### src/rtl/rlps_pkg.sv
package rlps_pkg;

  // Geometry
  localparam int unsigned DOT_COUNT   = 24;
  localparam int unsigned STORE_LEN   = 3 * DOT_COUNT;
  localparam int unsigned FRAME_BYTES = (STORE_LEN + 7) / 8;
  localparam int unsigned ROWS        = (DOT_COUNT + 7) / 8;
  localparam int unsigned ROW_W       = (ROWS > 1) ? $clog2(ROWS) : 1;
  localparam int unsigned BPOS_W      = $clog2(FRAME_BYTES);

  localparam logic [7:0] DOT_LIMIT = 8'(DOT_COUNT);

  // Field widths
  localparam int unsigned FUNC_W  = 3;
  localparam int unsigned DOT_W   = 5;
  localparam int unsigned LEVEL_W = 8;

  // Function codes
  localparam logic [FUNC_W-1:0] FUNC_SHIFT = 3'd0;
  localparam logic [FUNC_W-1:0] FUNC_RGB   = 3'd1;
  localparam logic [FUNC_W-1:0] FUNC_RED   = 3'd2;
  localparam logic [FUNC_W-1:0] FUNC_GREEN = 3'd3;
  localparam logic [FUNC_W-1:0] FUNC_BLUE  = 3'd4;
  localparam logic [FUNC_W-1:0] FUNC_WHITE = 3'd5;

  // Bank selection for bit j of a byte
  typedef struct packed {
    logic       used;
    logic [1:0] col;
    logic [2:0] lane;
  } lane_sel_t;

  typedef lane_sel_t [7:0]                  byte_sel_t;
  typedef byte_sel_t [FRAME_BYTES-1:0]      sel_tab_t;
  typedef logic [2:0][7:0][ROW_W-1:0]       row_set_t;
  typedef row_set_t [FRAME_BYTES-1:0]       row_tab_t;

  // Store write request
  typedef struct packed {
    logic [2:0]              col_we;
    logic [DOT_W-1:0]        dot;
    logic [2:0][LEVEL_W-1:0] level;
  } store_wr_t;

  // Store read request
  typedef struct packed {
    logic              re;
    logic [BPOS_W-1:0] byte_pos;
  } store_rd_t;

  function automatic sel_tab_t build_sel_tab();
    sel_tab_t t;
    int       idx;
    int       c;
    int       d;
    t = '0;
    for (int k = 0; k < FRAME_BYTES; k++) begin
      for (int j = 0; j < 8; j++) begin
        idx = k * 8 + j;
        if (idx < STORE_LEN) begin
          c = idx / DOT_COUNT;
          d = idx - c * DOT_COUNT;
          t[k][j].used = 1'b1;
          t[k][j].col  = 2'(c);
          t[k][j].lane = 3'(d % 8);
        end
      end
    end
    return t;
  endfunction

  function automatic row_tab_t build_row_tab();
    row_tab_t t;
    int       idx;
    int       c;
    int       d;
    t = '0;
    for (int k = 0; k < FRAME_BYTES; k++) begin
      for (int j = 0; j < 8; j++) begin
        idx = k * 8 + j;
        if (idx < STORE_LEN) begin
          c = idx / DOT_COUNT;
          d = idx - c * DOT_COUNT;
          t[k][c][d % 8] = ROW_W'(d / 8);
        end
      end
    end
    return t;
  endfunction

  localparam sel_tab_t SEL_TAB = build_sel_tab();
  localparam row_tab_t ROW_TAB = build_row_tab();

endpackage

### src/rtl/rlps_req_if.sv
interface rlps_req_if;
  import rlps_pkg::*;

  logic               valid;
  logic               ready;
  logic [FUNC_W-1:0]  func;
  logic [DOT_W-1:0]   dot_index;
  logic [LEVEL_W-1:0] red_level;
  logic [LEVEL_W-1:0] green_level;
  logic [LEVEL_W-1:0] blue_level;

  modport source (
    output valid, func, dot_index, red_level, green_level, blue_level,
    input  ready
  );

  modport sink (
    input  valid, func, dot_index, red_level, green_level, blue_level,
    output ready
  );
endinterface

### src/rtl/rlps_res_if.sv
interface rlps_res_if;
  import rlps_pkg::*;

  logic         valid;
  logic         ready;
  logic [7:0]   shift_byte;
  logic         latch_pulse;

  modport source (
    output valid, shift_byte, latch_pulse,
    input  ready
  );

  modport sink (
    input  valid, shift_byte, latch_pulse,
    output ready
  );
endinterface

### src/rtl/rlps_ram.sv
module rlps_ram #(
  parameter  int unsigned WIDTH = 8,
  parameter  int unsigned DEPTH = 4,
  localparam int unsigned AW    = (DEPTH > 1) ? $clog2(DEPTH) : 1
) (
  input  logic             clk_i,
  input  logic             we_i,
  input  logic             re_i,
  input  logic [AW-1:0]    addr_i,
  input  logic [WIDTH-1:0] wdata_i,
  output logic [WIDTH-1:0] rdata_o
);

  logic [WIDTH-1:0] mem_q [DEPTH];
  logic [WIDTH-1:0] rdata_q;

  always_ff @(posedge clk_i) begin
    if (we_i) begin
      mem_q[addr_i] <= wdata_i;
    end
    if (re_i) begin
      rdata_q <= mem_q[addr_i];
    end
  end

  assign rdata_o = rdata_q;

endmodule

### src/rtl/rlps_level_store.sv
module rlps_level_store (
  input  logic                               clk_i,
  input  logic                               rst_ni,
  input  rlps_pkg::store_wr_t                wr_i,
  input  rlps_pkg::store_rd_t                rd_i,
  output logic [7:0][rlps_pkg::LEVEL_W-1:0]  level_o
);
  import rlps_pkg::*;

  // One bank per colour and lane; row = dot / 8, lane = dot % 8.
  logic [2:0][7:0]                  ram_we;
  logic [2:0][7:0][ROW_W-1:0]       ram_addr;
  logic [2:0][7:0][LEVEL_W-1:0]     ram_rdata;
  logic [ROW_W-1:0]                 wr_row;

  // Written flags, cleared by reset; unwritten entries read as zero.
  logic [2:0][7:0][(1<<ROW_W)-1:0]  vld_q, vld_d;
  byte_sel_t                        sel_d, sel_q;
  logic [7:0]                       hit_d, hit_q;

  assign wr_row = ROW_W'(wr_i.dot >> 3);

  always_comb begin
    vld_d = vld_q;
    for (int c = 0; c < 3; c++) begin
      for (int l = 0; l < 8; l++) begin
        ram_we[c][l]   = wr_i.col_we[c] && (wr_i.dot[2:0] == 3'(l));
        ram_addr[c][l] = ram_we[c][l] ? wr_row : ROW_TAB[rd_i.byte_pos][c][l];
        if (ram_we[c][l]) begin
          vld_d[c][l][wr_row] = 1'b1;
        end
      end
    end
  end

  always_comb begin
    sel_d = SEL_TAB[rd_i.byte_pos];
    for (int j = 0; j < 8; j++) begin
      hit_d[j] = sel_d[j].used &&
                 vld_q[sel_d[j].col][sel_d[j].lane]
                      [ROW_TAB[rd_i.byte_pos][sel_d[j].col][sel_d[j].lane]];
    end
  end

  always_ff @(posedge clk_i or negedge rst_ni) begin
    if (!rst_ni) begin
      vld_q <= '0;
    end else begin
      vld_q <= vld_d;
    end
  end

  always_ff @(posedge clk_i) begin
    if (rd_i.re) begin
      sel_q <= sel_d;
      hit_q <= hit_d;
    end
  end

  for (genvar c = 0; c < 3; c++) begin : g_col
    for (genvar l = 0; l < 8; l++) begin : g_lane
      rlps_ram #(
        .WIDTH (LEVEL_W),
        .DEPTH (ROWS)
      ) u_ram (
        .clk_i   (clk_i),
        .we_i    (ram_we[c][l]),
        .re_i    (rd_i.re),
        .addr_i  (ram_addr[c][l]),
        .wdata_i (wr_i.level[c]),
        .rdata_o (ram_rdata[c][l])
      );
    end
  end

  always_comb begin
    for (int j = 0; j < 8; j++) begin
      level_o[j] = hit_q[j] ? ram_rdata[sel_q[j].col][sel_q[j].lane] : '0;
    end
  end

endmodule

### src/rtl/rgb_led_pwm_shift_out_top.sv
// Throughput: one request per cycle, write or shift, no bubbles while res_o accepts results.
// A shift result reaches res_o through the registered read of the level banks,
//   then the result register; a stalled res_o holds it in the read stage.
// Write requests give no result and are visible to a shift taken in the next cycle.
// Reset (async, active low): levels read as zero, byte position 0,
//   pwm_max and PWM step 255, pipeline empty.
module rgb_led_pwm_shift_out_top (
  input  logic        clk_i,
  input  logic        rst_ni,
  input  logic        cfg_we_i,
  input  logic [7:0]  cfg_wdata_i,
  rlps_req_if.sink    req_i,
  rlps_res_if.source  res_o
);
  import rlps_pkg::*;

  // Control state
  logic [7:0]          pwm_max_q;
  logic [7:0]          step_q, step_d;
  logic [BPOS_W-1:0]   bpos_q, bpos_d;

  // Read stage (level banks hold the data, these hold the rest)
  logic                s1_vld_q, s1_vld_d;
  logic [7:0]          s1_step_q;
  logic                s1_latch_q;

  // Result register
  logic                out_vld_q, out_vld_d;
  logic [7:0]          out_byte_q;
  logic                out_latch_q;

  logic                accept;
  logic                is_shift;
  logic                dot_ok;
  logic                last_byte;
  logic                out_load;
  logic                s1_go;
  logic [7:0]          cmp_bits;
  logic [7:0][LEVEL_W-1:0] level;

  store_wr_t           wr;
  store_rd_t           rd;

  // Read stage moves on whenever the result register is free or being drained.
  assign out_load    = !out_vld_q || res_o.ready;
  assign s1_go       = s1_vld_q && out_load;
  assign req_i.ready = !s1_vld_q || out_load;

  assign accept    = req_i.valid && req_i.ready;
  assign is_shift  = (req_i.func == FUNC_SHIFT);
  assign dot_ok    = ({3'b000, req_i.dot_index} < DOT_LIMIT);
  assign last_byte = (bpos_q == BPOS_W'(FRAME_BYTES - 1));

  assign rd.re       = accept && is_shift;
  assign rd.byte_pos = bpos_q;

  // Write decode: white copies the red level to all three colours.
  always_comb begin
    wr.dot    = req_i.dot_index;
    wr.col_we = 3'b000;
    wr.level  = {req_i.blue_level, req_i.green_level, req_i.red_level};
    case (req_i.func)
      FUNC_RGB:   wr.col_we = 3'b111;
      FUNC_RED:   wr.col_we = 3'b001;
      FUNC_GREEN: wr.col_we = 3'b010;
      FUNC_BLUE:  wr.col_we = 3'b100;
      FUNC_WHITE: begin
        wr.col_we = 3'b111;
        wr.level  = {req_i.red_level, req_i.red_level, req_i.red_level};
      end
      default:    wr.col_we = 3'b000;
    endcase
    if (!(accept && dot_ok)) begin
      wr.col_we = 3'b000;
    end
  end

  rlps_level_store u_store (
    .clk_i   (clk_i),
    .rst_ni  (rst_ni),
    .wr_i    (wr),
    .rd_i    (rd),
    .level_o (level)
  );

  // Frame position and PWM step advance once per shift; step counts down
  // and reloads from pwm_max after zero.
  always_comb begin
    bpos_d = bpos_q;
    step_d = step_q;
    if (rd.re) begin
      bpos_d = last_byte ? '0 : bpos_q + 1'b1;
      step_d = (step_q == 8'd0) ? pwm_max_q : step_q - 8'd1;
    end
  end

  always_comb begin
    s1_vld_d = s1_vld_q;
    if (rd.re) begin
      s1_vld_d = 1'b1;
    end else if (s1_go) begin
      s1_vld_d = 1'b0;
    end
    out_vld_d = out_vld_q;
    if (s1_go) begin
      out_vld_d = 1'b1;
    end else if (res_o.ready) begin
      out_vld_d = 1'b0;
    end
  end

  // Bit j is on while the step is below its level.
  always_comb begin
    for (int j = 0; j < 8; j++) begin
      cmp_bits[j] = (s1_step_q < level[j]);
    end
  end

  always_ff @(posedge clk_i or negedge rst_ni) begin
    if (!rst_ni) begin
      pwm_max_q <= 8'd255;
      step_q    <= 8'd255;
      bpos_q    <= '0;
      s1_vld_q  <= 1'b0;
      out_vld_q <= 1'b0;
    end else begin
      if (cfg_we_i) begin
        pwm_max_q <= cfg_wdata_i;
      end
      step_q    <= step_d;
      bpos_q    <= bpos_d;
      s1_vld_q  <= s1_vld_d;
      out_vld_q <= out_vld_d;
    end
  end

  always_ff @(posedge clk_i) begin
    if (rd.re) begin
      s1_step_q  <= step_q;
      s1_latch_q <= last_byte;
    end
    if (s1_go) begin
      out_byte_q  <= cmp_bits;
      out_latch_q <= s1_latch_q;
    end
  end

  assign res_o.valid       = out_vld_q;
  assign res_o.shift_byte  = out_byte_q;
  assign res_o.latch_pulse = out_latch_q;

  // Checks
  a_pos_range: assert property (@(posedge clk_i) disable iff (!rst_ni)
    {1'b0, bpos_q} < (BPOS_W + 1)'(FRAME_BYTES))
    else $error("byte position beyond frame");

  a_wrap: assert property (@(posedge clk_i) disable iff (!rst_ni)
    rd.re && last_byte |=> bpos_q == '0)
    else $error("frame did not wrap after last byte");

  a_reload: assert property (@(posedge clk_i) disable iff (!rst_ni)
    rd.re && step_q == 8'd0 |=> step_q == $past(pwm_max_q))
    else $error("step did not reload from pwm_max");

  a_no_overrun: assert property (@(posedge clk_i) disable iff (!rst_ni)
    s1_vld_q && !out_load |-> !req_i.ready)
    else $error("request taken while read stage is stalled");

  a_shift_flows: assert property (@(posedge clk_i) disable iff (!rst_ni)
    s1_go |=> out_vld_q && out_latch_q == $past(s1_latch_q))
    else $error("read stage result lost");

endmodule
### src/flat_wrapper.sv
// flat-port wrapper written by rule: the top's interface ports become plain ports
module rgb_led_pwm_shift_out_top_flat import rlps_pkg::*;
  (clk_i, rst_ni, cfg_we_i, cfg_wdata_i, req_i_valid, req_i_func, req_i_dot_index, req_i_red_level, req_i_green_level, req_i_blue_level, req_i_ready, res_o_valid, res_o_shift_byte, res_o_latch_pulse, res_o_ready);
  rlps_req_if req_i_i ();
  rlps_res_if res_o_i ();
  input  logic clk_i;
  input  logic rst_ni;
  input  logic cfg_we_i;
  input  logic [7:0] cfg_wdata_i;
  input wire logic [$bits(req_i_i.valid)-1:0] req_i_valid;
  input wire logic [$bits(req_i_i.func)-1:0] req_i_func;
  input wire logic [$bits(req_i_i.dot_index)-1:0] req_i_dot_index;
  input wire logic [$bits(req_i_i.red_level)-1:0] req_i_red_level;
  input wire logic [$bits(req_i_i.green_level)-1:0] req_i_green_level;
  input wire logic [$bits(req_i_i.blue_level)-1:0] req_i_blue_level;
  output wire logic [$bits(req_i_i.ready)-1:0] req_i_ready;
  output wire logic [$bits(res_o_i.valid)-1:0] res_o_valid;
  output wire logic [$bits(res_o_i.shift_byte)-1:0] res_o_shift_byte;
  output wire logic [$bits(res_o_i.latch_pulse)-1:0] res_o_latch_pulse;
  input wire logic [$bits(res_o_i.ready)-1:0] res_o_ready;
  assign req_i_i.valid = req_i_valid;
  assign req_i_i.func = req_i_func;
  assign req_i_i.dot_index = req_i_dot_index;
  assign req_i_i.red_level = req_i_red_level;
  assign req_i_i.green_level = req_i_green_level;
  assign req_i_i.blue_level = req_i_blue_level;
  assign req_i_ready = req_i_i.ready;
  assign res_o_valid = res_o_i.valid;
  assign res_o_shift_byte = res_o_i.shift_byte;
  assign res_o_latch_pulse = res_o_i.latch_pulse;
  assign res_o_i.ready = res_o_ready;
  rgb_led_pwm_shift_out_top u_core (.clk_i(clk_i), .rst_ni(rst_ni), .cfg_we_i(cfg_we_i), .cfg_wdata_i(cfg_wdata_i), .req_i(req_i_i), .res_o(res_o_i));
endmodule
### config.mk
export PLATFORM = sky130hd
export DESIGN_NAME = rgb_led_pwm_shift_out_top_flat
export DESIGN_NICKNAME = d
export VERILOG_FILES = /design/src/rtl/rlps_pkg.sv /design/src/rtl/rlps_req_if.sv /design/src/rtl/rlps_res_if.sv /design/src/rtl/rlps_ram.sv /design/src/rtl/rlps_level_store.sv /design/src/rtl/rgb_led_pwm_shift_out_top.sv /design/src/flat_wrapper.sv
export SDC_FILE = /design/constraint.sdc
export NUM_CORES = 1
export LEC_CHECK = 0
export BUFFER_PORTS_ARGS = -buffer_cell sky130_fd_sc_hd__buf_2
export CAP_MARGIN = 5
export CELL_PAD_IN_SITES_DETAIL_PLACEMENT = 1
export CELL_PAD_IN_SITES_GLOBAL_PLACEMENT = 2
export CORE_UTILIZATION = 25
export DETAILED_ROUTE_END_ITERATION = 7
export MAX_ROUTING_LAYER = met4
export PLACE_DENSITY_LB_ADDON = 0.1
export SYNTH_ARGS = -nofsm -noshare
export SYNTH_HDL_FRONTEND = slang
export SYNTH_SLANG_ARGS = --single-unit
### constraint.sdc
create_clock -name clk_i -period 22.1 [get_ports clk_i]
set_input_delay 0 -clock clk_i [delete_from_list [all_inputs] [get_ports clk_i]]
set_output_delay 0 -clock clk_i [all_outputs]
set_load 0.02 [all_outputs]
# Word level (Yosys, flattened, before mapping)
# Memories as Yosys holds them, arrays and structs flattened. A register that Yosys moved wholly into a read port is not among the register bits.
# Cells that the tools add are included.
dict set report classes {
  n_div 0
  bitwise_logic 24
  reduce_logical 47
  eq_ne 13
  magnitude_cmp 52
  n_mul 0
  n_mux 205
  shift 0
  add_sub_neg 2
}
# op count
set op_table {}
lappend op_table {{$bmux 64 s2} 8}
lappend op_table {{$bmux 32 s2} 8}
lappend op_table {{$mux 64} 8}
lappend op_table {{$bmux 16 s2} 8}
lappend op_table {{$mux 32} 8}
lappend op_table {{$bmux 8 s3} 8}
lappend op_table {{$mux 8} 17}
lappend op_table {{$mux 16} 8}
lappend op_table {{$bmux 4 s3} 8}
lappend op_table {{$mux 48} 2}
lappend op_table {{$or 4x4->4} 24}
lappend op_table {{$lt 2x3->1 const B} 25}
lappend op_table {{$lt 3x4->1 const B} 16}
lappend op_table {{$lt 8x8->1} 8}
lappend op_table {{$mux 2} 32}
lappend op_table {{$mux 1} 61}
lappend op_table {{$bmux 2 s3} 8}
lappend op_table {{$logic_and 1x1->1} 37}
lappend op_table {{$mux 4} 9}
lappend op_table {{$mux 24} 1}
lappend op_table {{$eq 3x3->1 const B} 6}
lappend op_table {{$bmux 1 s2} 8}
lappend op_table {{$eq 3x2->1 const B} 4}
lappend op_table {{$pmux 3 s4} 1}
lappend op_table {{15 further kinds} 20}
dict set report totals {
  n_memories 26
  rom_bits 1536
  ram_bits 576
  elab_cells 419
  latch_bits 0
  register_bits 184
}
# name words width read_ports rd_clocked_by_memory_dff write_ports line
set memory_table {}
lappend memory_table {{(no name shown)} 16 48 1 0 0 rlps_level_store.sv:41} ;# [ROW_TAB[rd_i.byte_pos][sel_d[j].col][sel_d[j].lane]];
lappend memory_table {{(no name shown)} 16 48 1 0 0 rlps_level_store.sv:37} ;# sel_d = SEL_TAB[rd_i.byte_pos];
lappend memory_table {{u_core.u_store.g_col[0].g_lane[0].u_ram.mem_q} 3 8 1 1 1 rlps_ram.sv:14} ;# logic [WIDTH-1:0] mem_q [DEPTH];
lappend memory_table {{u_core.u_store.g_col[0].g_lane[1].u_ram.mem_q} 3 8 1 1 1 rlps_ram.sv:14}
lappend memory_table {{u_core.u_store.g_col[0].g_lane[2].u_ram.mem_q} 3 8 1 1 1 rlps_ram.sv:14}
lappend memory_table {{u_core.u_store.g_col[0].g_lane[3].u_ram.mem_q} 3 8 1 1 1 rlps_ram.sv:14}
lappend memory_table {{+20 memories} n/a n/a n/a n/a n/a n/a}

# Depth between registers and ports, before layout
# Gate-level depths: netlist of the first run.
dict set report depth {
  ltp_word 9
  mapped_depth 13
  depth_no_buf 9
}

# Modules after synthesis
# A second synthesis of the first run with hierarchy kept.
dict set report unflattened {
  cells_unflattened 2558
  hier_area_um2 37323.3
}
# mod seq_area_each_um2 area_per_inst_um2 cells_per_inst n_inst
set by_module_without_submodules {}
lappend by_module_without_submodules {rlps_ram 960.9 1172.4 62 24}
lappend by_module_without_submodules {rlps_level_store 2102.0 5928.2 735 1}
lappend by_module_without_submodules {rgb_led_pwm_shift_out_top 1111.1 3258.1 335 1}

# Worst setup path after synthesis of the first run
# No wires, ideal clock.
dict set report synth_timing {
  kind {reg2reg}
  start {reg u_core.out_vld_q (netlist: u_core.res_o.valid)}
  end {reg u_core.bpos_q[0]}
  synth_period_minus_slack_ns 8.112
  t_arrival_ns 7.686
  stages_incl_launch_ff 8
  setup_ns 0.427
  required_time_ns 21.673
  path_slack_ns 13.988
  path_cell_list {dfrtp_1 -> and3b_1 -> buf_2 -> inv_1 -> nand4b_1 -> inv_1 -> clkbuf_1 -> o21ai_0}
}
dict set report synth_between {
  elab_chain_cells 5
}
# item line
set synth_rtl {}
lappend synth_rtl {{start: declaration} rgb_led_pwm_shift_out_top.sv:28} ;# logic out_vld_q, out_vld_d;
lappend synth_rtl {{start signal: assignment} rgb_led_pwm_shift_out_top.sv:133} ;# out_vld_q <= out_vld_d;
lappend synth_rtl {{$logic_not 1->1} rgb_led_pwm_shift_out_top.sv:45} ;# assign out_load = !out_vld_q || res_o.ready;
lappend synth_rtl {{$logic_or 1x1->1} rgb_led_pwm_shift_out_top.sv:45}
lappend synth_rtl {{$logic_or 1x1->1} rgb_led_pwm_shift_out_top.sv:47} ;# assign req_i.ready = !s1_vld_q || out_load;
lappend synth_rtl {{via req_i_ready} flat_wrapper.sv:16} ;# output wire logic [$bits(req_i_i.ready)-1:0] req_i_ready;
lappend synth_rtl {{$logic_and 1x1->1} rgb_led_pwm_shift_out_top.sv:49} ;# assign accept = req_i.valid && req_i.ready;
lappend synth_rtl {{$logic_and 1x1->1} rgb_led_pwm_shift_out_top.sv:54} ;# assign rd.re = accept && is_shift;
lappend synth_rtl {{end signal: assignment} rgb_led_pwm_shift_out_top.sv:131} ;# bpos_q <= bpos_d;
lappend synth_rtl {{end: declaration} rgb_led_pwm_shift_out_top.sv:20} ;# logic [BPOS_W-1:0] bpos_q, bpos_d;
# The timed path passes the listed nets, and every way through them passes these cells.
# A chain may end at the register's enable or synchronous reset.

# Worst setup path after layout of the first run
dict set report layout_timing {
  start {reg u_core.out_vld_q (netlist: u_core.res_o.valid)}
  end {reg u_core.u_store.g_col[1].g_lane[1].u_ram.rdata_q[6] (read register of u_core.u_store.g_col[1].g_lane[1].u_ram.mem_q), enable pin}
}
dict set report layout_between {
  elab_chain_cells 8
  elab_cells_between_ends 9
  classes_between {mux: 2; reduce/logical: 7}
}
# item line
set layout_rtl {}
lappend layout_rtl {{$logic_not 1->1 (*)} rgb_led_pwm_shift_out_top.sv:45}
lappend layout_rtl {{$logic_or 1x1->1 (*)} rgb_led_pwm_shift_out_top.sv:45}
lappend layout_rtl {{$logic_or 1x1->1 (*)} rgb_led_pwm_shift_out_top.sv:47}
lappend layout_rtl {{$logic_and 1x1->1 (*)} rgb_led_pwm_shift_out_top.sv:49}
lappend layout_rtl {{$logic_and 1x1->1} rgb_led_pwm_shift_out_top.sv:73} ;# if (!(accept && dot_ok)) begin
lappend layout_rtl {{$mux 3} rgb_led_pwm_shift_out_top.sv:73}
lappend layout_rtl {{$logic_and 1x1->1} rlps_level_store.sv:27} ;# ram_we[c][l] = wr_i.col_we[c] && (wr_i.dot[2:0] == 3'(l));
lappend layout_rtl {{$mux 2} rlps_level_store.sv:28} ;# ram_addr[c][l] = ram_we[c][l] ? wr_row : ROW_TAB[rd_i.byte_pos][c][l];
lappend layout_rtl {{end: declaration} rlps_ram.sv:15} ;# logic [WIDTH-1:0] rdata_q;
# Every way passes the cells marked *; elsewhere a longest branch is shown, timed or not.

==> qor.log, run 1 <==
INFO  status         status=complete, no violations
INFO  logic_synthesis edff_count_synth=796
INFO  sta            setup_repair_after_global_routing_missed_its_margin=false
INFO  sta            final_period_minus_worst_setup_slack=4.01ns
INFO  die            die-height=386um
INFO  critical_path  rr_endpoint=u_core.u_store.g_col[1].g_lane[1].u_ram.rdata_o[6]
INFO  critical_path  cell_by_cell_listing_of_the_critical_path=and3b_1 -> buf_4 -> inv_1 -> nand4b_1 -> dlygate4sd3_1 -> buf_4 -> inv_8 -> buf_4
INFO  power          leakage_power_total=15.9nW
INFO  sta            finalSetupViolations=0
INFO  global_route   via_count_of_the_first_global_routing_pass=22900
INFO  power          ir_drop=0.0000571V
INFO  critical_path  critPathMaxFanout=118
INFO  die            design.core.area=0.146mm2
INFO  die            die_w=386um
INFO  global_route   first_pass_grt_wire_length=183000um
INFO  logic_synthesis distinct_cell_type_count_of_the_synthesized_netlist=59
INFO  die            num_rows=140
INFO  critical_path  worst_r2r_path_depth=8
INFO  sta            timing_hold_violations_final=0
INFO  global_route   antenna_found_initial=25
INFO  clock_network  insertion_delay=0.72ns
INFO  logic_synthesis ys_async_sr_fraction=12.9%
INFO  route          dr_total_vias=21500
INFO  place          pre_cts_ws=18.54ns
INFO  route          detail_route.first_pass.iterations=5
INFO  route          dr.first_iter.drc_count=1311
INFO  clock_network  cts_setup_buffers=0
INFO  logic_synthesis mappedNetlistArea=0.0369mm2
INFO  place          io_buffer_count=55
INFO  clock_network  clock-root-buffer=sky130_fd_sc_hd__clkbuf_16
INFO  critical_path  crit_slowest_cell=sky130_fd_sc_hd__buf_4
INFO  cells_and_area sequential_cell_area=0.0269mm2
INFO  min_path       hold-path-endpoint=u_core.u_store.vld_q[50]
INFO  power          power_per_cell_area=107mW/mm2
INFO  flow_run       max_cap_violations=0
INFO  clock_network  cts.clk_slew.worst_paths=0.06ns
INFO  clock_network  clockBufferDepth=3
INFO  route          drc=0
INFO  place          numPlacedInstances=4421
INFO  cells_and_area layout.cells.most_common=sky130_fd_sc_hd__edfxtp_1
INFO  clock_network  cts_num_sinks=914
INFO  min_path       min-delay-start=req_i_func[2]
INFO  route          antenna_left=0
INFO  global_route   globalRoute.totalOverflow=0
INFO  sta            post-route-period-util=18.2%
INFO  die            initial_core_util=25.3%
INFO  cells_and_area layoutNonFillerInstCount=4665
INFO  logic_synthesis ys_warn_count=0
INFO  critical_path  setup.reg_to_reg.worst_slack=18.09ns
INFO  logic_synthesis ys_dominant_reg_cell=sky130_fd_sc_hd__edfxtp_1
INFO  clock_network  cts.htree.levels=3
INFO  sta            fmax=0.249GHz
INFO  cells_and_area fraction_of_layout_cells_with_a_size_suffix_above_1=15.9%
INFO  route          drt-vias-per-instance=4.61
INFO  cells_and_area layout.cells.most_common_list=sky130_fd_sc_hd__edfxtp_1 (796), sky130_fd_sc_hd__mux2i_1 (201), sky130_fd_sc_hd__nand2_1 (201)
INFO  critical_path  worst_path_required_time=22.43ns
INFO  global_route   grt_max_degree=119
INFO  cells_and_area multi_input_comb_area=0.00919mm2
INFO  place          hpwl=86600um
INFO  logic_synthesis synth.avg_cell_area=14.6um2
INFO  critical_path  timing_worst_setup_path_type=flip-flop to flip-flop
INFO  global_route   grtUsageTotal=18.4%
INFO  cells_and_area nets_finish=2756
INFO  place          place.gp.congestion=0.789
INFO  logic_synthesis yosysSeqAreaShare=72.9%
INFO  sta            max_slew.worst_pin.slew=1.28ns
INFO  critical_path  timing.critical_path.arrival=4.35ns
INFO  sta            worst_slew_margin_rel=14.4%
INFO  min_path       hold-path-cell-count=5
INFO  cells_and_area fillers=15300
INFO  die            number_of_ports_placed_on_the_die_boundary=56
INFO  sta            drv_slew=0
INFO  sta            layout_setup_ws=18.09ns
INFO  clock_network  cts_tree=yes
INFO  cells_and_area final_core_utilization=29.7%
INFO  logic_synthesis number_of_flip_flops_and_latches_in_the_synthesized_netlist=914
INFO  die            die-area=0.149mm2
INFO  logic_synthesis postSynthNetCount=2632
INFO  sta            setup_tns=0ns
INFO  clock_network  cts_inserted_buffers=107
INFO  critical_path  startpoint_type=flip-flop
INFO  critical_path  critical-path-top-cell-by-count=sky130_fd_sc_hd__buf_4
INFO  critical_path  setup.worst_path.end_class=flip-flop
INFO  min_path       holdCritPathClass=input port to flip-flop
INFO  route          routed_length_per_instance=28.4um
INFO  logic_synthesis postSynthCellCount=2524
INFO  critical_path  crit_path_max_incr_delay=0.79ns
INFO  cells_and_area area.growth.synth_to_final=17.7%
INFO  critical_path  r2r_start=u_core.res_o.valid
INFO  clock_network  cts.repair.resized=0
INFO  sta            clock-skew-final=0.0315ns
INFO  route          drt_wl_total=132000um
## power breakdown
group,internal [mW],switching (mW)
combinational,0.276,0.570
sequential,2.00,0.0465
clock,1.03,0.736
total,3.31,1.35
## kinds of logic (layout without fill, tap and decap cells)
kind of cell	count (synthesis)	count (layout)	share of synthesized area [%]
adders and majority gates	63	63	2.14
buffers and inverters	220	433	2.34
AOI/OAI and AO/OA	530	530	8.89
muxes	239	239	6.70
other	0	11	0
DFF	914	914	72.9
and+or+nand+nor	558	558	7.02
## final cells by class
cell class | count | area share, %
clock inverter | 48 | 1.13
tap | 1917 | 5.53
sequential | 914 | 61.9
clock buffer | 150 | 6.89
timing repair buffer | 146 | 2.48
multi-input combinational | 1390 | 21.2
antenna | 11 | 0.0634
inverter | 89 | 0.787
## worst max-delay path, delay by kind of cell, from the launching register on
family	cells	cell delay [ns]
buf+inv	6	2.62
flops	1	0.40
simple gates	2	0.31
## metrics by stage
stage                     power (mW)  area [um2]  hold slack (ns)
after floorplan                 2.58       36900           -0.296
after global placement          2.93       39500            0.113
after detailed placement        2.94       39500            0.126
after CTS                       4.74       43300            0.131
after global routing            4.86       43400            0.192
final                           4.66       43400            0.194
## cell usage after synthesis (4+ instances only)
cell                        instances  share of area [%]
sky130_fd_sc_hd__a311oi_1          17               0.40
sky130_fd_sc_hd__and3b_1            4              0.095
sky130_fd_sc_hd__o21ai_0          119                1.6
sky130_fd_sc_hd__and2_1            10               0.17
sky130_fd_sc_hd__nand2b_1          12               0.20
sky130_fd_sc_hd__mux2_4             5               0.20
sky130_fd_sc_hd__edfxtp_1         796                 65
sky130_fd_sc_hd__nand2_1          201                2.0
sky130_fd_sc_hd__or3b_2             4              0.095
sky130_fd_sc_hd__ha_1              63                2.1
sky130_fd_sc_hd__nand3b_1           6               0.12
sky130_fd_sc_hd__a21o_1            44               0.90
sky130_fd_sc_hd__o2111ai_1         10               0.24
sky130_fd_sc_hd__a21oi_2            4              0.095
sky130_fd_sc_hd__inv_1             89               0.91
sky130_fd_sc_hd__o21ai_1           76                1.0
sky130_fd_sc_hd__nor4_1             8               0.14
sky130_fd_sc_hd__a31oi_1           12               0.20
sky130_fd_sc_hd__buf_2             20               0.27
sky130_fd_sc_hd__nor2_1           191                1.9
sky130_fd_sc_hd__and4_1             8               0.19
sky130_fd_sc_hd__dfrtp_1          102                6.9
sky130_fd_sc_hd__mux2_2            32               0.98
sky130_fd_sc_hd__a21oi_1          149                2.0
sky130_fd_sc_hd__nor3b_1            5               0.10
sky130_fd_sc_hd__a31oi_4            7               0.40
sky130_fd_sc_hd__a221o_1            8               0.22
sky130_fd_sc_hd__and3_1            13               0.22
sky130_fd_sc_hd__a22oi_1           64                1.3
sky130_fd_sc_hd__dfstp_2           16                1.1
sky130_fd_sc_hd__or2_1              5              0.085
sky130_fd_sc_hd__nand2_2            4              0.068
sky130_fd_sc_hd__mux2i_1          201                5.5
sky130_fd_sc_hd__buf_1              8              0.081
sky130_fd_sc_hd__or2_2             68                1.2
sky130_fd_sc_hd__clkbuf_1         101                1.0
sky130_fd_sc_hd__a211oi_1           8               0.16
## metal layers
layer | routed length [um] | vias up | global-route usage (%) | part of all wire (%)
met5 | 0 | - | - | 0
met4 | 4020 | 0 | 5.50 | 3.0
met3 | 5510 | 204 | 3.13 | 4.2
met2 | 63400 | 443 | 29.6 | 48
met1 | 59400 | 11200 | 23.8 | 45
li1 | - | 9688 | - | -
## registers in the layout, indices dropped and copies added (netlist names)
name / cells
u_core.u_store.g_col.g_lane.u_ram.mem_q: 576
u_core.u_store.g_col.g_lane.u_ram.rdata_o: 192
u_core.u_store.vld_q: 96
u_core.pwm_max_q: 8
u_core.res_o.shift_byte: 8
u_core.s1_step_q: 8
u_core.step_q: 8
u_core.u_store.hit_q: 8
u_core.bpos_q: 4
u_core.u_store.sel_q: 2
u_core.res_o.latch_pulse: 1
u_core.res_o.valid: 1
u_core.s1_latch_q: 1
u_core.s1_vld_q: 1
## how the worst max path moves through the flow
stage                            start                                                 end  cells past startpoint
floorplan           u_core.res_o.valid                                    u_core.bpos_q[0]                      7
global placement       u_core.s1_vld_q  u_core.u_store.g_col[0].g_lane[7].u_ram.rdata_o[1]                      9
detailed placement  u_core.res_o.valid                                    u_core.bpos_q[1]                      8
CTS                 u_core.res_o.valid                                    u_core.bpos_q[1]                      9
global route        u_core.res_o.valid                                    u_core.bpos_q[1]                      9
finish              u_core.res_o.valid  u_core.u_store.g_col[1].g_lane[1].u_ram.rdata_o[6]                      8
## what timing repair did
| action | in CTS | in global routing |
|---|---|---|
| hold buffers | 33 | 0 |
| setup endpoints to repair | 0 | 0 |
| endpoints found under the hold margin | 187 | 0 |
No activity file was read; power rests on OpenSTA's default activity.
==> run 2: changes to the inputs <==
==> constraint.sdc (replaced) <==
create_clock -name clk_i -period 3.57 [get_ports clk_i]
set_input_delay 0 -clock clk_i [delete_from_list [all_inputs] [get_ports clk_i]]
set_output_delay 0 -clock clk_i [all_outputs]
set_load 0.02 [all_outputs]
==> run 2 against run 1 <==
- clock skew fell by 0.0030 ns
- critical path depth is 2 higher
- die area stayed put
- largest cell class unchanged
- setup slack worse by 18 ns
- highest routed layer unchanged
- routed wire length hardly changed
- cell count is 1.9% higher
- sequential power grew to 6.2 times the previous value
- clock-buffer cell count is 22 lower
- combinational power grew to 6.3 times the previous value
- flip-flop and latch count unchanged
==> qor.log, run 2 (same netlist as run 1, synthesis figures left out) <==
INFO  route          drt-vias-per-instance=4.58 [-0.71%]
INFO  min_path       hold-path-cell-count=4 [-1]
INFO  cells_and_area layout.cells.most_common=sky130_fd_sc_hd__edfxtp_1
INFO  sta            timing_hold_violations_final=0 [unchanged]
INFO  global_route   globalRoute.totalOverflow=0 [unchanged]
INFO  clock_network  cts_num_sinks=914 [unchanged]
INFO  critical_path  timing.critical_path.arrival=3.72ns [-0.63 ns]
INFO  sta            post-route-period-util=91.4% [+73 points]
INFO  sta            finalSetupViolations=0 [unchanged]
INFO  critical_path  setup.worst_path.end_class=flip-flop
INFO  die            number_of_ports_placed_on_the_die_boundary=56 [unchanged]
INFO  die            die-height=386um [unchanged]
INFO  route          dr.first_iter.drc_count=1400 [+6.8%]
INFO  die            die-area=0.149mm2 [unchanged]
INFO  sta            final_period_minus_worst_setup_slack=3.26ns [-0.750 ns]
INFO  route          detail_route.first_pass.iterations=5 [unchanged]
INFO  clock_network  clockBufferDepth=3 [unchanged]
INFO  clock_network  cts_tree=yes
INFO  cells_and_area fin_area=0.0444mm2 [+2.3%]
INFO  route          antenna_left=0 [unchanged]
INFO  global_route   first_pass_grt_wire_length=184000um [+0.30%]
INFO  critical_path  worst_r2r_path_depth=10 [+2]
INFO  flow_run       max_cap_violations=0 [unchanged]
INFO  route          routed_length_per_instance=27.8um [-1.9%]
INFO  power          leakage_power_total=16.5nW [+3.7%]
INFO  sta            worst_slew_margin_rel=26.2% [+12 points]
INFO  sta            clock-skew-final=0.0286ns [-0.00300 ns]
INFO  cells_and_area largest_register=u_core.u_store.g_col.g_lane.u_ram.mem_q
INFO  die            design.core.area=0.146mm2 [unchanged]
INFO  global_route   antenna_found_initial=24 [-4.0%]
INFO  place          hpwl=90600um [+4.6%]
INFO  clock_network  cts_setup_buffers=0 [unchanged]
INFO  sta            drv_slew=0 [unchanged]
INFO  cells_and_area multi_input_comb_area=0.00917mm2 [-0.24%]
INFO  sta            fmax=0.306GHz [+23%]
INFO  critical_path  startpoint_type=flip-flop
INFO  cells_and_area nets_finish=2850 [+3.4%]
INFO  power          ir_drop=0.000433V [+660%]
INFO  cells_and_area fraction_of_layout_cells_with_a_size_suffix_above_1=18.2% [+2.3 points]
INFO  critical_path  timing_worst_setup_path_type=flip-flop to flip-flop
INFO  cells_and_area sequential_cell_area=0.0269mm2 [unchanged]
INFO  sta            setup_repair_after_global_routing_missed_its_margin=false
INFO  min_path       holdCritPathClass=input port to flip-flop
INFO  die            num_rows=140 [unchanged]
INFO  cells_and_area largest_reg_flops=576 [unchanged]
INFO  clock_network  cts.clk_slew.worst_paths=0.06ns [about the same]
INFO  status         status=complete, no violations
INFO  cells_and_area layout.cells.most_common_list=sky130_fd_sc_hd__edfxtp_1 (796), sky130_fd_sc_hd__mux2i_1 (201), sky130_fd_sc_hd__nand2_1 (201)
INFO  global_route   grtUsageTotal=18.5% [+0.025 points]
INFO  clock_network  insertion_delay=0.74ns [+0.02 ns]
INFO  clock_network  cts_inserted_buffers=107 [unchanged]
INFO  route          drt_wl_total=132000um [about the same]
INFO  route          drc=0 [unchanged]
INFO  place          place.gp.congestion=0.795 [+0.76%]
INFO  global_route   grt_max_degree=74 [-38%]
INFO  sta            max_slew.worst_pin.slew=1.10ns [-0.187 ns]
INFO  power          power_per_cell_area=663mW/mm2 [+520%]
INFO  global_route   via_count_of_the_first_global_routing_pass=23300 [+1.6%]
INFO  clock_network  cts.htree.levels=3 [unchanged]
INFO  critical_path  critPathMaxFanout=34 [-71%]
INFO  die            initial_core_util=25.3% [unchanged]
INFO  place          io_buffer_count=55 [unchanged]
INFO  route          dr_total_vias=21800 [+1.2%]
INFO  place          dpl_cell_area=0.0403mm2 [+2.0%]
INFO  sta            setup_tns=0ns [unchanged]
INFO  cells_and_area fillers=15200 [-0.55%]
INFO  clock_network  cts.repair.resized=0 [unchanged]
INFO  clock_network  clock-root-buffer=sky130_fd_sc_hd__clkbuf_16
INFO  critical_path  worst_path_required_time=4.02ns [-18.41 ns]
INFO  cells_and_area area.growth.synth_to_final=20.4%
INFO  die            die_w=386um [unchanged]
run 2: metal layers:
metal | wire (um) | vias up | GRT usage, %
met2 | 66000 | 414 | 30.8
met4 | 2840 | 0 | 4.38
met1 | 58500 | 11300 | 23.6
li1 | - | 9844 | -
met5 | 0 | - | -
met3 | 4950 | 159 | 2.65
run 2: what timing repair did:
action | 4_1_cts | 5_1_grt
hold buffers | 39 | 0
endpoints found under the hold margin | 202 | 0
setup endpoints to repair | 0 | 0
run 2: final cells by class:
type,instances,share of cell area (%)
Multi-Input combinational cell,1390,20.7
Clock inverter,70,1.91
Timing Repair Buffer,240,4.33
Antenna cell,6,0.0338
Tap cell,1917,5.41
Sequential cell,914,60.6
Inverter,89,0.770
Clock buffer,128,6.30
run 2: worst max-delay path, cell delays in order (launching register included):
cell and delay, ns:
sky130_fd_sc_hd__edfxtp_1 0.51, sky130_fd_sc_hd__nor2b_4 0.51, sky130_fd_sc_hd__buf_12 0.26, sky130_fd_sc_hd__nand2_1 0.09
sky130_fd_sc_hd__o21ai_0 0.07, sky130_fd_sc_hd__nand2_1 0.08, sky130_fd_sc_hd__ha_1 0.32, sky130_fd_sc_hd__a21o_1 0.16
sky130_fd_sc_hd__a21o_1 0.17, sky130_fd_sc_hd__a221o_1 0.34, sky130_fd_sc_hd__a31oi_1 0.44
run 2: path summary, 6_finish.rpt:
kind,slack [ns],end,start
worst min register to register,0.37,u_core.u_store.vld_q[55],u_core.u_store.vld_q[55]
worst min-delay path,0.10,u_core.s1_vld_q,req_i_valid
worst max-delay path,0.31,u_core.res_o.shift_byte[1],u_core.u_store.sel_q[22]
min in group asynchronous,0.49,u_core.step_q[1],rst_ni
worst max register to register,0.31,u_core.res_o.shift_byte[1],u_core.u_store.sel_q[22]
max in group asynchronous,2.63,u_core.u_store.vld_q[20],rst_ni
run 2: power by group:
part	internal (mW)	switching (mW)	leakage, nW
Clock	6.82	4.58	1.77
Combinational	1.86	3.45	6.01
Sequential	12.4	0.346	8.68
Total	21.1	8.37	16.5
run 2: stage by stage:
step           worst slack [ns]  cells  util, %  power, mW  hold WS, ns
2_1_floorplan             0.530   2524        -       16.0       -0.296
3_3_place_gp              0.366   4511     27.6       18.2        0.125
3_5_place_dp              0.292   4511     27.6       18.3        0.138
4_1_cts                   0.294   4748     30.4       29.9       0.0467
5_1_grt                   0.181   4748     30.4       30.7        0.105
6_report                  0.305   4754     30.4       29.4        0.102
